## src/hdl/sacl_ram.sv

```systemverilog
`default_nettype none

module sacl_ram #(
  parameter int  WIDTH = 32,
  parameter int  DEPTH = 32,
  localparam int AW    = (DEPTH > 1) ? $clog2(DEPTH) : 1
) (
  input  wire logic             clk,
  input  wire logic             we,
  input  wire logic [AW-1:0]    waddr,
  input  wire logic [WIDTH-1:0] wdata,
  input  wire logic             re,
  input  wire logic [AW-1:0]    raddr,
  output logic      [WIDTH-1:0] rdata
);

  logic [WIDTH-1:0] mem [DEPTH];
  logic [WIDTH-1:0] rdata_r;

  always_ff @(posedge clk) begin
    if (we) begin
      mem[waddr] <= wdata;
    end
    if (re) begin
      rdata_r <= mem[raddr];
    end
  end

  assign rdata = rdata_r;

endmodule

`default_nettype wire

```

## config.mk

```make
export PLATFORM = sky130hd
export DESIGN_NAME = sacl_ram
export DESIGN_NICKNAME = d
export VERILOG_FILES = /design/src/hdl/sacl_ram.sv
export SDC_FILE = /design/constraint.sdc
export NUM_CORES = 1
export LEC_CHECK = 0
export BUFFER_PORTS_ARGS = -buffer_cell sky130_fd_sc_hd__buf_2
export CAP_MARGIN = 20
export CELL_PAD_IN_SITES_DETAIL_PLACEMENT = 1
export CELL_PAD_IN_SITES_GLOBAL_PLACEMENT = 1
export CORE_MARGIN = 3
export CORE_UTILIZATION = 35
export CTS_CLUSTER_SIZE = 16
export DETAILED_ROUTE_END_ITERATION = 8
export PLACE_DENSITY = 0.53
export REMOVE_ABC_BUFFERS = 1
export SKIP_LAST_GASP = 1
export SYNTH_ARGS = -nofsm -noshare
export SYNTH_HDL_FRONTEND = slang
export SYNTH_SLANG_ARGS = --single-unit
```

## constraint.sdc

```tcl
create_clock -name clk -period 3.4 [get_ports clk]
set_clock_uncertainty 0.1 [all_clocks]
set_input_delay 0.51 -clock clk [delete_from_list [all_inputs] [get_ports clk]]
set_output_delay 0.51 -clock clk [all_outputs]
set_load 0.005 [all_outputs]
```

==> flow_metrics.py <==
metrics = {
    "outcome": {
        "status": "completed",
    },
    "die": {
        "rows": 124,
        "num_io_pins": 77,
        "die_area_um2": 121000,
        "start_util_pct": 35.5,
        "die_h_um": 347,
        "die_w_um": 347,
        "core-area_um2": 115000,
    },
    "global_routing": {
        "grt_use_total_pct": 19.6,
        "grt.overflow.total": 0,
        "grt_pass1_wl_um": 171000,
        "grt_start_max_net_pins": 63,
        "first_global_vias": 23000,
        "antenna_found_initial": 4,
    },
    "cts": {
        "numCtsBuffers": 112,
        "post_cts_buffers": 0,
        "htree_levels": 3,
        "clk_pin_slew_ns": 0.06,
        "insertion_delay_ns": 0.69,
        "cts_max_path_buffers": 3,
        "clock-sinks": 1056,
        "cts_resized": 0,
        "holdBufCountCts": 0,
        "cts_tree": "built",
        "cts_root_buffer": "clkbuf_16",
    },
    "drt": {
        "viasPerCell": 5.34,
        "drt_iter0_markers": 1702,
        "first_pass_iters": 5,
        "drc_errors": 0,
        "vias": 21700,
        "routed_wl_um": 119000,
        "drtAntennaViolNets": 0,
        "wl_per_cell_um": 29.4,
    },
    "synth": {
        "synth-seq-cells": 1056,
        "syn_inst": 2260,
        "yosysSeqAreaShare_pct": 77.7,
        "yosys_warnings": 0,
        "synthDistinctLibCells": 24,
        "netlist_area_um2": 40800,
        "syn_area_per_cell_um2": 18.1,
    },
    "sta": {
        "setup_viol": 0,
        "slew_viol_final": 0,
        "timing.final.crit_share_pct": 64.3,
        "hold_ws_ns": 0.226,
        "tightest_slew_ns": 0.772,
        "fmax_mhz": 457,
        "worst_slew_margin_rel_pct": 48.4,
        "hold_viol_final": 0,
        "rsz0062_at_grt": "no",
        "min_period_ns": 2.19,
    },
    "setup_path": {
        "worst-path-buf-inv": 2,
        "slowest_stage": "buf_4",
        "path_class": "primary input to flop",
        "path_delay_family": "buffers and inverters",
        "cp-end-kind": "flop",
        "critical_path.max_stage_delay_ns": 0.45,
        "startpoint_type": "primary input",
        "arrival_ns": 2.48,
        "worstPathRequired_ns": 3.69,
        "cp_max_fo": 42,
        "worstPathCellList": "buf_8 -> buf_4 -> mux2i_1 -> a22o_1 -> nor3_1 -> a31oi_1 -> nand3_1",
    },
    "cells_and_area": {
        "final_common_cell": "edfxtp_1",
        "fin_nets": 2495,
        "fillers": 11000,
        "layout-drive-gt1-share_pct": 15.8,
        "utilization_pct": 41.5,
        "areaGrowthSynthToFinish_pct": 16.9,
        "final_cell_mix": "edfxtp_1, mux2i_1, clkbuf_16",
    },
    "placement": {
        "port_buffers": 76,
        "place.gp.congestion": 0.736,
        "dpl.hpwl_um": 64500,
    },
    "job": {
        "cap_viol_max_count": 0,
    },
    "power_and_ir_drop": {
        "peakVddDrop_uv": 405,
        "p_leak_nw": 16.5,
        "power_density_nw_per_um2": 586,
    },
    "hold_path": {
        "worstHoldPathType": "primary input to flop",
    },
}
[state kept, by name, summed over array words and instances (netlist names)]
name,count
mem,1024
rdata,32
[final timing paths]
check	startpoint	to	slack [ns]	depth (start not counted)
hold reg to reg	mem[10][24]$_DFFE_PP_	rdata[24]$_DFFE_PP_	0.58	4
setup reg to reg	mem[1][28]$_DFFE_PP_	rdata[28]$_DFFE_PP_	1.68	5
hold / removal	wdata[1]	mem[21][1]$_DFFE_PP_	0.23	1
setup / recovery	raddr[0]	rdata[28]$_DFFE_PP_	1.21	7
[cells in the mapped netlist]
master	number	share of area [%]
or3b_2	3	0.064
a22oi_1	96	1.8
nand3b_1	5	0.092
or2_2	1	0.015
buf_4	33	0.61
a31oi_1	32	0.49
nand2_1	98	0.90
a21oi_1	96	1.2
buf_2	26	0.32
and2_1	1	0.015
nand3_1	98	1.2
and2b_1	1	0.018
nor2b_1	1	0.015
clkbuf_4	2	0.037
buf_1	5	0.046
mux2i_1	512	13
a22o_1	64	1.4
edfxtp_1	1056	78
buf_6	15	0.41
or3_1	1	0.015
clkbuf_1	46	0.42
nor3_1	32	0.39
nand2b_1	2	0.031
nor2_1	34	0.31
[per-layer routing]
metal  wire length (µm)  part of all wire [%]  up-vias  GRT usage (%)
li1                   -                     -     9411              -
met5                  0                     0        -              0
met3               3980                   3.3      145           2.37
met4               2600                   2.2        0           5.09
met1              54300                    45    11700           27.0
met2              58500                    49      446           33.1
[where the power goes]
part	switching, mW	internal [mW]	leakage [nW]	total, mW
logic	0.974	0.490	5.21	1.46
registers	0.0527	14.5	9.54	14.6
clock network	5.08	6.84	1.74	11.9
[layout make-up]
cell class | instances | area, µm² | share of cell area (%)
antenna | 1 | 2.50 | 0.00525
clock buffer | 137 | 2920 | 6.12
clock inverter | 72 | 639 | 1.34
multi-input combinational | 1077 | 8610 | 18.1
sequential | 1056 | 31700 | 66.5
tap | 1512 | 1890 | 3.97
timing repair buffer | 203 | 1920 | 4.02
[stage by stage]
stage	std cells	setup WS (ns)	setup TNS, ns	total power [mW]	area (µm²)
2_1_floorplan	2133	-2.33	-74.42	15.4	40100
6_report	4058	1.21	0	28.0	47700
4_1_cts	4057	1.22	0	28.3	47700
3_5_place_dp	3848	0.478	0	16.3	44100
5_1_grt	4057	1.09	0	28.9	47700
3_3_place_gp	3848	0.499	0	16.3	44100
[kinds of logic (layout without fill, tap and decap cells)]
family	Yosys count	after routing	synth area share (%)
AO/OA/AOI/OAI	288	288	4.81
buffers and inverters	127	412	1.85
multiplexers	512	512	12.6
other	0	1	0
flip-flops	1056	1056	77.7
AND/OR/NAND/NOR	277	277	3.08
(Power assumes the default switching activity.)
