==> src/hdl/sacl_pkg.sv <==
`default_nettype none

package sacl_pkg;

  localparam int ADDR_W     = 32;
  localparam int TAG_W      = 32;
  localparam int SET_W      = 5;
  localparam int OFF_W      = 6;
  localparam int CFG_IDX_W  = 2;
  localparam int CFG_DATA_W = 4;

  localparam logic [CFG_IDX_W-1:0] REG_LINE_SIZE_LOG2 = 2'd0;
  localparam logic [CFG_IDX_W-1:0] REG_SET_COUNT_LOG2 = 2'd1;
  localparam logic [CFG_IDX_W-1:0] REG_WAYS_USED      = 2'd2;

  localparam logic [2:0] OFF_BITS_MAX = 3'd6;
  localparam logic [2:0] SET_BITS_MAX = 3'd5;

  typedef struct packed {
    logic [2:0] line_size_log2;
    logic [2:0] set_count_log2;
    logic [3:0] ways_used;
  } cfg_t;

  typedef struct packed {
    logic             valid;
    logic [TAG_W-1:0] tag;
    logic [SET_W-1:0] set_idx;
    logic [OFF_W-1:0] offset;
  } req_t;

endpackage

`default_nettype wire

==> src/hdl/sacl_split.sv <==
`default_nettype none

module sacl_split #(
  parameter int  SETS      = 32,
  parameter int  ADDR_BITS = 32,
  localparam int SIW       = (SETS > 1) ? $clog2(SETS) : 1
) (
  input  wire logic                         clk,
  input  wire logic                         rst_n,
  input  wire logic                         accept,
  input  wire logic [sacl_pkg::ADDR_W-1:0]  address,
  input  wire sacl_pkg::cfg_t               cfg,
  output sacl_pkg::req_t                    req,
  output logic                              rd_en,
  output logic      [SIW-1:0]               rd_addr
);

  import sacl_pkg::*;

  localparam logic [ADDR_W-1:0] ADDR_MASK = (ADDR_BITS >= ADDR_W) ? {ADDR_W{1'b1}} :
                                            ADDR_W'((64'd1 << ADDR_BITS) - 64'd1);
  localparam logic [SET_W-1:0]  SET_LIM   = (SETS >= 32) ? {SET_W{1'b1}} : SET_W'(SETS - 1);

  logic [ADDR_W-1:0] addr_m;
  logic [ADDR_W-1:0] addr_sh;
  logic [2:0]        off_bits;
  logic [2:0]        set_bits;
  logic [3:0]        tag_sh;
  logic [OFF_W-1:0]  offset;
  logic [SET_W-1:0]  set_idx;
  logic [TAG_W-1:0]  tag;
  logic [SIW+SET_W-1:0] set_ext;
  req_t              req_r;

  always_comb begin
    addr_m   = address & ADDR_MASK;
    off_bits = (cfg.line_size_log2 > OFF_BITS_MAX) ? OFF_BITS_MAX : cfg.line_size_log2;
    set_bits = (cfg.set_count_log2 > SET_BITS_MAX) ? SET_BITS_MAX : cfg.set_count_log2;
    offset   = addr_m[OFF_W-1:0] & ~({OFF_W{1'b1}} << off_bits);
    addr_sh  = addr_m >> off_bits;
    set_idx  = addr_sh[SET_W-1:0] & ~({SET_W{1'b1}} << set_bits) & SET_LIM;
    tag_sh   = {1'b0, off_bits} + {1'b0, set_bits};
    tag      = addr_m >> tag_sh;
    set_ext  = {{SIW{1'b0}}, set_idx};
  end

  assign rd_en   = accept;
  assign rd_addr = set_ext[SIW-1:0];

  always_ff @(posedge clk) begin
    if (!rst_n) begin
      req_r.valid <= 1'b0;
    end else begin
      req_r.valid <= accept;
    end
    if (accept) begin
      req_r.tag     <= tag;
      req_r.set_idx <= set_idx;
      req_r.offset  <= offset;
    end
  end

  assign req = req_r;

endmodule

`default_nettype wire

==> config.mk <==
export PLATFORM = sky130hd
export DESIGN_NAME = sacl_split
export DESIGN_NICKNAME = d
export VERILOG_FILES = /design/src/hdl/sacl_pkg.sv /design/src/hdl/sacl_split.sv
export SDC_FILE = /design/constraint.sdc
export NUM_CORES = 1
export LEC_CHECK = 0
export BUFFER_PORTS_ARGS = -buffer_cell sky130_fd_sc_hd__clkbuf_2
export CAP_MARGIN = 20
export CORE_UTILIZATION = 57
export DETAILED_ROUTE_END_ITERATION = 7
export PLACE_DENSITY_LB_ADDON = 0.12
export SLEW_MARGIN = 20
export SYNTH_ARGS = -nofsm -noshare
export SYNTH_HDL_FRONTEND = slang
export SYNTH_SLANG_ARGS = --single-unit
==> constraint.sdc <==
create_clock -name clk -period 9 [get_ports clk]
set_clock_uncertainty 0.2 [all_clocks]
set_input_delay 2.7 -clock clk [delete_from_list [all_inputs] [get_ports clk]]
set_output_delay 2.7 -clock clk [all_outputs]
set_load 0.02 [all_outputs]
==> summary.md <==
| Metric | Value |
|---|---|
| Final core occ | `68.38%` |
| Endpoints failing setup | `0` |
| Minimum clock period | `6.921 ns` |
| First-pass GRT wire length | `10270 µm` |
| Status | `complete, no violations` |
| Io pins | `95` |
| Worst slew pin tran | `0.8891 ns` |
| Detail Placement HPWL | `4778 µm` |
| CTS resizes | `0` |
| Cells after synthesis | `229` |
| CTS Buf Count | `5` |
| Synth Register Bits | `44` |
| Tcrit/Tclk final | `76.90%` |
| Grt ovf | `0` |
| Largest net degree at the start of global routing | `46` |
| Syn-to-layout area delta | `14.91%` |
| Peak supply drop | `94.36 µV` |
| Drt first pass iters | `4` |
| CTS max path bufs | `2` |
| Starting Density | `59.51%` |
| Most common cell after layout, fill and taps aside | `clkbuf_2` |
| Detailed-route via count | `2270` |
| Htree depth | `2` |
| Hold Buf Count CTS | `0` |
| Max Cap Viol | `0` |
| Final hold vios | `0` |
| Port bufs | `90` |
| Number of global-route vias before repair | `2116` |
| Maximum fanout along the worst path | `13` |
| Netlist cell types | `40` |
| Critical Path RT | `6.10 ns` |
| Max-slew violation count | `0` |
| Mean Syn Cell Area | `14.40 µm²` |
| CTS sink cnt | `44` |
| Relative slew slack | `40.73%` |
| Final Instance Area | `3789 µm²` |
| Die W | `78.05 µm` |
| Area leader, netlist | `edfxtp_1` |
| RSZ-0062 raised after global routing | `no` |
| WP data arrival | `4.02 ns` |
| Clock slew at reported path FFs | `0.07 ns` |
| Layout cell share with drive strength beyond 1 | `42.35%` |
| Antenna violations before repair | `0` |
| Setup TNS | `0 ns` |
| Seq/Total Area, Yosys | `39.77%` |
| Yosys top cell area share | `39.17%` |
| Tightest Hold Check Type | `input pin to flop` |
| Fmax | `144.5 MHz` |
| GPL Wtd Cong | `0.8363` |
| Synth Warn # | `0` |
| Wire per inst | `17.16 µm` |
| Row count | `27` |
| Mapped Nets | `277` |
| Setup repair bufs after CTS | `0` |
| Cells taking the most area after synthesis | `edfxtp_1 (39%), mux2i_1 (20%), mux4_2 (15%)` |
| CTS tree | `yes` |
| Total track usage | `21.82%` |
| Pwr per Cell Area | `186.2 nW/µm²` |
| Worst setup EP type | `output port` |
| Net total in the final layout | `354` |
| Ant diodes | `0` |
| Most frequent cells in the layout | `clkbuf_2 (90), mux2i_1 (67), edfxtp_1 (43)` |
| CTS root buffer | `clkbuf_8` |
| Detail Route Antenna Nets | `0` |
| Starting DRT DRC Count | `147` |
| Via density | `5.989` |
| DP Area | `3681 µm²` |
| CP startpoint kind | `input pin` |
| Max reg flops | `44` |
| Worst setup path class | `input pin to output port` |
| Final WL | `6503 µm` |
| Remaining routing DRC violations | `0` |
| Cell Area, Synth | `3297 µm²` |
| Chip height | `78.05 µm` |
| Leakage | `0.001633 µW` |
| Die footprint | `6092 µm²` |
| Core area | `5540 µm²` |
worst max-delay path, stage by stage:
cell	delay (ns)
clkbuf_2	0.30
mux4_2	0.54
o21ai_0	0.21
nor2_1	0.10
clkbuf_2	0.16
path summary, 6_finish.rpt:
kind | to | depth (start not counted) | startpoint
max | rd_addr[4] | 5 | cfg[7]
min | req[43] | 2 | rst_n
cell usage after synthesis:
cell and n:
nor3_4 1, and3_1 2, a211oi_1 3, buf_6 6, dfxtp_1 1, mux2_2 2, o211ai_1 2, a311o_1 1
o31a_1 1, mux2i_1 67, nor4_2 1, nand3b_1 1, buf_4 2, clkbuf_1 6, nor3b_1 4, nor2_1 6
and2_1 2, nand3_1 4, nand2b_1 4, and3b_4 1, a21oi_1 6, nor2b_1 2, o21a_1 1, or3_1 1
o21ai_0 8, xor2_1 1, mux4_2 22, o21a_4 1, ha_1 3, buf_2 7, a21o_1 1, nor3_1 1
buf_12 2, or2_0 1, mux4_1 6, o211a_1 2, nor2_8 1, a21boi_0 1, edfxtp_1 43, nand2_1 2
through the flow:
stage               cells  total power, µW  worst slack (ns)  hold slack, ns
finish                379            705.3             2.079           2.417
global route          379            737.7             1.990           2.427
CTS                   379            708.8             2.076           2.414
detailed placement    371            561.6             2.079           2.710
global placement      371            557.8             2.054           2.706
floorplan             229            495.7             2.137           2.613
cells by family (layout without fill, tap and decap cells):
family                     after synthesis  after routing  synth area share, %
buffers and inverters                   23            101                5.465
muxes                                   97             97                40.83
AOI/OAI and AO/OA                       27             27                5.579
and+or+nand+nor                         34             34                6.945
adders and majority gates                3              3                1.139
xor gates and xnor gates                 1              1               0.2657
DFF                                     44             44                39.77
layer usage:
layer	share of wire, %	global-route usage [%]	vias to the layer above
li1	-	-	1085
met1	45	31.94	1092
met2	48	34.74	87
met3	6.0	3.140	6
met4	0.88	5.000	0
met5	0	0	-
area by class of cell:
type,instances,area [µm²]
Timing Repair Buffer,93,473.0
Sequential cell,44,1311
Multi-Input combinational cell,162,1807
Clock buffer,6,72.57
Clock inverter,2,35.03
Fill cell,413,1752
Tap cell,72,90.09
where the power goes:
group | switching, µW | internal [µW]
Combinational | 163 | 117
Sequential | 7.37 | 269
Clock | 65.9 | 82.4
Note: power is estimated with default switching activity, not from simulation.
