## config.mk

```make
export PLATFORM = sky130hd
export DESIGN_NAME = sacl_lookup
export DESIGN_NICKNAME = d
export VERILOG_FILES = /design/src/hdl/sacl_pkg.sv /design/src/hdl/sacl_lookup.sv
export SDC_FILE = /design/constraint.sdc
export NUM_CORES = 1
export LEC_CHECK = 0
export BUFFER_PORTS_ARGS = -buffer_cell sky130_fd_sc_hd__buf_4
export CORE_MARGIN = 3
export CORE_UTILIZATION = 35
export DETAILED_ROUTE_END_ITERATION = 10
export HOLD_SLACK_MARGIN = 0.15
export SETUP_SLACK_MARGIN = 0.02
export SLEW_MARGIN = 20
export SYNTH_ARGS = -nofsm -noshare
export SYNTH_HDL_FRONTEND = slang
export SYNTH_SLANG_ARGS = --single-unit
```

## constraint.sdc

```tcl
create_clock -name clk -period 39.8 [get_ports clk]
set_input_delay 5.97 -clock clk [delete_from_list [all_inputs] [get_ports clk]]
set_output_delay 5.97 -clock clk [all_outputs]
set_load 0.05 [all_outputs]
```

## src/hdl/sacl_pkg.sv

```systemverilog
`default_nettype none

package sacl_pkg;

  localparam int ADDR_W     = 32;
  localparam int TAG_W      = 32;
  localparam int SET_W      = 5;
  localparam int OFF_W      = 6;
  localparam int CFG_IDX_W  = 2;
  localparam int CFG_DATA_W = 4;

  localparam logic [CFG_IDX_W-1:0] REG_LINE_SIZE_LOG2 = 2'd0;
  localparam logic [CFG_IDX_W-1:0] REG_SET_COUNT_LOG2 = 2'd1;
  localparam logic [CFG_IDX_W-1:0] REG_WAYS_USED      = 2'd2;

  localparam logic [2:0] OFF_BITS_MAX = 3'd6;
  localparam logic [2:0] SET_BITS_MAX = 3'd5;

  typedef struct packed {
    logic [2:0] line_size_log2;
    logic [2:0] set_count_log2;
    logic [3:0] ways_used;
  } cfg_t;

  typedef struct packed {
    logic             valid;
    logic [TAG_W-1:0] tag;
    logic [SET_W-1:0] set_idx;
    logic [OFF_W-1:0] offset;
  } req_t;

endpackage

`default_nettype wire

```

## src/hdl/sacl_lookup.sv

```systemverilog
`default_nettype none

module sacl_lookup #(
  parameter int  SETS      = 32,
  parameter int  WAYS      = 8,
  parameter int  ADDR_BITS = 32,
  localparam int SIW       = (SETS > 1) ? $clog2(SETS) : 1,
  localparam int AW        = (ADDR_BITS < 32) ? ADDR_BITS : 32,
  localparam int RW        = WAYS * AW
) (
  input  wire logic                         clk,
  input  wire logic                         rst_n,
  input  wire sacl_pkg::req_t               req,
  input  wire sacl_pkg::cfg_t               cfg,
  input  wire logic [RW-1:0]                rd_data,
  output logic                              wr_en,
  output logic      [SIW-1:0]               wr_addr,
  output logic      [RW-1:0]                wr_data,
  output logic                              out_valid,
  output logic                              out_hit,
  output logic      [sacl_pkg::TAG_W-1:0]   out_tag_value,
  output logic      [sacl_pkg::SET_W-1:0]   out_set_index,
  output logic      [sacl_pkg::OFF_W-1:0]   out_line_offset
);

  import sacl_pkg::*;

  localparam int WW  = (WAYS > 1) ? $clog2(WAYS) : 1;
  localparam int WCW = $clog2(WAYS + 1);

  logic [WAYS-1:0]      valid_r [SETS];
  logic                 byp_vld_r;
  logic [SIW-1:0]       byp_set_r;
  logic [RW-1:0]        byp_row_r;
  logic                 out_valid_r;
  logic                 out_hit_r;
  logic [TAG_W-1:0]     out_tag_r;
  logic [SET_W-1:0]     out_set_r;
  logic [OFF_W-1:0]     out_off_r;

  logic [SIW+SET_W-1:0] set_ext;
  logic [SIW-1:0]       sidx;
  logic [RW-1:0]        row_cur;
  logic [RW-1:0]        row_nxt;
  logic [WAYS-1:0]      vrow;
  logic [AW-1:0]        tag_w;
  logic [AW-1:0]        req_tag;
  logic [WCW-1:0]       ways_eff;
  logic [WW-1:0]        last_way;
  logic [WW-1:0]        first_way;
  logic [WW-1:0]        wr_way;
  logic                 found;
  logic                 hit;
  logic                 match_w;

  always_comb begin
    set_ext = {{SIW{1'b0}}, req.set_idx};
    sidx    = set_ext[SIW-1:0];
    req_tag = req.tag[AW-1:0];
    vrow    = valid_r[sidx];
    row_cur = (byp_vld_r && (byp_set_r == sidx)) ? byp_row_r : rd_data;

    if (cfg.ways_used == 4'd0) begin
      ways_eff = WCW'(1);
    end else if (32'(cfg.ways_used) > 32'(WAYS)) begin
      ways_eff = WCW'(WAYS);
    end else begin
      ways_eff = WCW'(cfg.ways_used);
    end
    last_way = WW'(ways_eff - WCW'(1));

    found     = 1'b0;
    hit       = 1'b0;
    first_way = '0;
    for (int w = 0; w < WAYS; w++) begin
      tag_w   = row_cur[w*AW +: AW];
      match_w = vrow[w] && (tag_w == req_tag);
      if (!found && (32'(w) < 32'(ways_eff)) && (match_w || !vrow[w])) begin
        found     = 1'b1;
        hit       = match_w;
        first_way = WW'(w);
      end
    end

    wr_way  = found ? first_way : last_way;
    row_nxt = row_cur;
    row_nxt[wr_way*AW +: AW] = req_tag;
  end

  assign wr_en   = req.valid && !hit;
  assign wr_addr = sidx;
  assign wr_data = row_nxt;

  always_ff @(posedge clk) begin
    if (!rst_n) begin
      out_valid_r <= 1'b0;
      byp_vld_r   <= 1'b0;
      for (int s = 0; s < SETS; s++) begin
        valid_r[s] <= '0;
      end
    end else begin
      out_valid_r <= req.valid;
      byp_vld_r   <= wr_en;
      if (wr_en) begin
        valid_r[sidx][wr_way] <= 1'b1;
      end
    end
  end

  always_ff @(posedge clk) begin
    if (wr_en) begin
      byp_set_r <= sidx;
      byp_row_r <= row_nxt;
    end
    if (req.valid) begin
      out_hit_r <= hit;
      out_tag_r <= req.tag;
      out_set_r <= req.set_idx;
      out_off_r <= req.offset;
    end
  end

  assign out_valid       = out_valid_r;
  assign out_hit         = out_hit_r;
  assign out_tag_value   = out_tag_r;
  assign out_set_index   = out_set_r;
  assign out_line_offset = out_off_r;

endmodule

`default_nettype wire

```

==> reports/metrics.cfg, run 1 <==
[worst_setup_path]
crit_arrival_ns = 14.43
endpoint_kind = output pin
critPathMaxFanout = 39
crit_path_start_kind = primary input
crit_required_ns = 33.83
criticalPathCategory = in -> out

[clock_network]
cts_buffer_depth = 3
cts_root_buf = clkbuf_16
cts_tree = built
cts_hold_buf = 0
clkLatencyLatePin_ns = 0.65
post_cts_buffers = 0
clk_pin_slew_worst_paths_ns = 0.06
numCtsBuffers = 70
ctsHtreeMaxLevel = 3
cts_sinks = 563
cts-resized-gates = 0

[timing]
clock_skew_ns = 0.0540
worst_slew_pin_slew_ns = 1.06
setup_viol = 0
rsz0062_at_grt = false
hold_slack_ns = 0.443
fmax_ghz = 0.0490
post-route-period-util_pct = 51.2
slew_violations = 0
finalHoldViolCount = 0
finalSetupTns_ns = 0
relSlewSlack_pct = 29.3
min_period_ns = 20.40

[synth]
yosys.area.top_type_share_pct = 27.4
ys.flop_type = edfxtp_1
async_reset_ff_share_pct = 0
syn_inst = 3388
synth_area_sq_um = 33400
synth_nets = 3708
avgSynthCellArea_sq_um = 9.86
synth.distinct_cells = 87
synth_top_area_cell = edfxtp_1
ys_ff_latch = 563
ys_warn_count = 0
yosys-top-cells-area = edfxtp_1, dfxtp_1, mux2i_1
synth-edff-count = 305
ys_seq_area_share_pct = 42.9

[layout]
finalNonFillerCells = 5143
final_common_cell = buf_4
drive_gt1_share_pct = 22.6
mostFrequentLayoutCells = buf_4, nand2_1, mux2i_1
nets = 4133
syn_to_final_growth_pct = 22.4
fin_area_sq_um = 40900

[global_route]
antenna_found_initial = 24
grt_pass1_vias = 29311
grt.total_usage_pct = 30.6
grt-ovfl-total = 0
grt_max_degree = 207
grt_pass1_wl_microns = 219000

[placement]
gp_congestion = 0.967
io_buffers = 612
placed_area_sq_um = 38600
place_hpwl_microns = 113000
dp.cells = 4995

[run]
maxCapViolCount = 0

[route]
drc = 0
first_iter_violations = 4091
via_per_inst = 6.08
wl_microns = 158000
ant_nets = 0
wl_per_cell_microns = 30.8
vias = 31269
first_pass_iters = 8

[power]
power.density_nw_per_um2 = 39.9
ir_worst_vdd_uv = 27.3
p_leak_nw = 14.9

[floorplanning]
row_count = 112
die_area_sq_um = 99200
core_area_sq_um = 94000
start_util_pct = 35.5
die_w_microns = 315
die_y_microns = 315
ios = 619

[run_status]
status = complete, no violations

[worst_hold_path]
hold_path_class = reg -> reg

through the flow:
stage	total power [W]	util [%]	setup slack [ns]
finish	0.00163	43.5	19.40
global route	0.00167	43.4	19.13
CTS	0.00163	43.4	19.58
detailed placement	0.000992	41.0	19.61
global placement	0.000991	41.0	19.65
floorplan	0.000862	-	12.80
cells by family (layout without fill, tap and decap cells):
family / after synthesis / in the layout / synth area share [%]
xor+xnor: 161 / 161 / 4.27
compound gates: 738 / 738 / 14.9
other cells: 0 / 21 / 0
simple gates: 1029 / 1029 / 15.1
buf+inv: 413 / 893 / 5.75
flops: 563 / 563 / 42.9
mux: 476 / 476 / 16.8
fa+ha+maj: 8 / 8 / 0.300
final timing paths:
path                   from              to  slack [ns]  cells after the start
min reg2reg  valid_r[11][3]  valid_r[11][3]        0.44                      2
min          valid_r[11][3]  valid_r[11][3]        0.44                      2
max reg2reg    byp_set_r[3]  byp_row_r[198]       31.21                     19
max                  req[9]    wr_data[198]       19.40                     21
critical path, stage by stage:
cell and delay, ns:
buf_4 0.19, xnor2_1 0.43, nand2_4 0.40, nor2_4 0.74, buf_4 0.59, buf_4 0.58
mux2i_1 0.37, xnor2_1 0.14, nor4_1 0.54, nand4_1 0.39, nand4_1 0.42, nand4b_2 0.33
nand2_1 0.45, inv_1 0.17, ha_1 0.20, ha_1 0.36, or3_1 0.45, nor3_4 0.11
buf_4 0.56, mux2i_1 0.57, buf_4 0.30
cells in the mapped netlist, drive strengths merged (23+ instances only):
master and instances:
mux2i 396, edfxtp 305, o31ai 195, xnor2 92
nor3 54, o22ai 39, nor4 74, o21ai 153
buf 152, mux4 66, a21oi 134, and2 48
nand4 66, dfxtp 258, nand2 477, o211ai 23
clkbuf 158, a211oi 29, a22oi 26, nand3 79
and3 44, nor2 89, inv 93, xor2 69
or4 25
layout make-up:
cell class / count / area, sq um
Fill cell: 9111 / 53200
Multi-Input combinational cell: 2412 / 17200
Sequential cell: 563 / 14300
Timing Repair Buffer: 663 / 5030
Clock buffer: 93 / 1890
Tap cell: 1254 / 1570
Inverter: 103 / 387
Clock inverter: 34 / 363
Antenna cell: 21 / 52.6
report_power, final:
group	internal [W]	switching [W]
Sequential	0.000639	0.0000102
Combinational	0.0000973	0.000240
Clock	0.000366	0.000277
Total	0.00110	0.000528
flip-flops by register name (all words and copies together) (netlist names):
register / count
out_line_offset: 6
byp_row_r: 256
valid_r: 256
out_set_index: 5
out_tag_value: 32
out_valid: 1
byp_set_r: 5
byp_vld_r: 1
out_hit: 1
per-layer routing:
layer	track usage [%]	vias up	share of wire (%)
met5	0	-	0.040
met4	19.3	10	7.1
met3	9.63	412	12
met2	47.0	1943	44
met1	37.1	15343	37
li1	-	13561	-
Note: power is estimated with default switching activity, not from simulation.
==> inputs of run 2 (changes only) <==
==> constraint.sdc (replaced) <==
create_clock -name clk -period 18.6 [get_ports clk]
set_input_delay 2.79 -clock clk [delete_from_list [all_inputs] [get_ports clk]]
set_output_delay 2.79 -clock clk [all_outputs]
set_load 0.05 [all_outputs]
==> reports/metrics.cfg, run 2 (same netlist as run 1, synthesis figures left out) <==
[route]
vias = 31139
first_iter_violations = 4409
first_pass_iters = 6
drc = 0
wl_per_cell_microns = 30.6
ant_nets = 0
via_per_inst = 6.05
wl_microns = 158000

[clock_network]
clkLatencyLatePin_ns = 0.65
numCtsBuffers = 69
cts_hold_buf = 0
cts-resized-gates = 0
cts_root_buf = clkbuf_16
cts_buffer_depth = 3
ctsHtreeMaxLevel = 3
clk_pin_slew_worst_paths_ns = 0.05
post_cts_buffers = 0
cts_tree = built
cts_sinks = 563

[placement]
placed_area_sq_um = 38500
io_buffers = 612
pre_cts_ws_ns = 4.62
gp_congestion = 0.956
dp.cells = 4999
place_hpwl_microns = 113000

[layout]
finalNonFillerCells = 5150
fin_area_sq_um = 40900
nets = 4136
drive_gt1_share_pct = 22.6
mostFrequentLayoutCells = buf_4, nand2_1, mux2i_1
syn_to_final_growth_pct = 22.4
final_common_cell = buf_4

[timing]
min_period_ns = 14.40
worst_slew_pin_slew_ns = 1.33
setup_viol = 0
slew_violations = 0
finalWorstSetupSlack_ns = 4.20
clock_skew_ns = 0.0294
fmax_ghz = 0.0695
finalHoldViolCount = 0
finalSetupTns_ns = 0
relSlewSlack_pct = 9.18
rsz0062_at_grt = false
post-route-period-util_pct = 77.4
hold_slack_ns = 0.443

[worst_setup_path]
endpoint_kind = output pin
reg2reg_from = byp_set_r[0]
criticalPathCategory = in -> out
ff2ff_path_depth = 20
crit_arrival_ns = 11.61
critPathMaxFanout = 66
crit_path_start_kind = primary input
worstSetupStartpoint = req[6]
crit_required_ns = 15.81

[power]
pwr-share-clk_pct = 39.5
p_int_w = 0.00235
power.density_nw_per_um2 = 85.4
p_comb_share_pct = 20.7
ir_worst_vdd_uv = 55.0
switching_power_w = 0.00113
p_sw_share_pct = 32.5
seq_power_share_pct = 39.8
p_leak_nw = 14.9

[run_status]
status = complete, no violations

[floorplanning]
start_util_pct = 35.5
die_w_microns = 315
ios = 619
die_y_microns = 315
core_area_sq_um = 94000
die_area_sq_um = 99200
row_count = 112

[global_route]
antenna_found_initial = 32
grt-ovfl-total = 0
grt_pass1_wl_microns = 218000
grt_max_degree = 122
grt_pass1_vias = 29142
grt.total_usage_pct = 30.4

[run]
maxCapViolCount = 0

[worst_hold_path]
whs_path_depth = 2
hp-start = valid_r[31][2]
hold_path_class = reg -> reg

==> run 2: changes by cell type in the layout (fill, tap and decap cells not counted), moves of 3 or more <==
| cell | delta |
|---|---|
| clkbuf_8 | +4 |
| diode_2 | +7 |
| buf_4 | +6 |
| clkinv_2 | -8 |
| clkbuf_1 | +3 |
| buf_12 | -3 |
==> run 2: worst max-delay path, cell delays in order <==
cell and delay, ns:
buf_4 0.55, xnor2_2 0.14, nand4_1 0.12, buf_4 0.53, buf_4 0.53, buf_4 0.67
o211ai_1 0.14, o21ai_0 0.10, a21oi_1 0.09, a2111oi_0 1.10, nand4_1 0.50, nand4_1 0.46
nand4b_2 0.33, nand2_1 0.46, inv_1 0.17, ha_1 0.20, ha_1 0.36, or3_1 0.45
nor3_4 0.12, buf_4 0.57, mux2i_1 0.69, buf_4 0.32
==> run 2: layout make-up <==
| type | count | area [sq um] |
|---|---|---|
| Inverter | 103 | 387 |
| Antenna cell | 28 | 70.1 |
| Tap cell | 1254 | 1570 |
| Clock inverter | 26 | 353 |
| Fill cell | 9255 | 53200 |
| Sequential cell | 563 | 14300 |
| Clock buffer | 97 | 1900 |
| Timing Repair Buffer | 667 | 5030 |
| Multi-Input combinational cell | 2412 | 17200 |
==> run 2: power by group through the flow <==
| stage | Sequential (W) | Clock, W | Combinational, W |
|---|---|---|---|
| 6_report | 0.00139 | 0.00138 | 0.000721 |
| 5_1_grt | 0.00139 | 0.00144 | 0.000743 |
| 4_1_cts | 0.00139 | 0.00139 | 0.000710 |
| 3_5_place_dp | 0.00141 | 0 | 0.000708 |
| 3_3_place_gp | 0.00141 | 0 | 0.000706 |
| 2_1_floorplan | 0.00144 | 0 | 0.000396 |
==> run 2: layer usage <==
layer | GRT usage [%] | share of wire [%] | wire, microns
met5 | 0 | 0.049 | 78
met1 | 37.1 | 37 | 58100
met4 | 19.0 | 7.3 | 11400
met2 | 46.6 | 44 | 69700
met3 | 9.32 | 12 | 18500
==> run 2: final timing paths <==
| path | endpoint | slack [ns] |
|---|---|---|
| hold / removal | valid_r[31][2] | 0.44 |
| setup reg to reg | byp_set_r[1] | 9.01 |
| hold reg to reg | valid_r[31][2] | 0.44 |
| setup / recovery | wr_data[218] | 4.20 |
==> run 2: through the flow <==
stage	util, %	total power [W]
2_1_floorplan	-	0.00184
3_3_place_gp	41.0	0.00212
3_5_place_dp	41.0	0.00212
4_1_cts	43.4	0.00349
5_1_grt	43.4	0.00358
6_report	43.5	0.00349
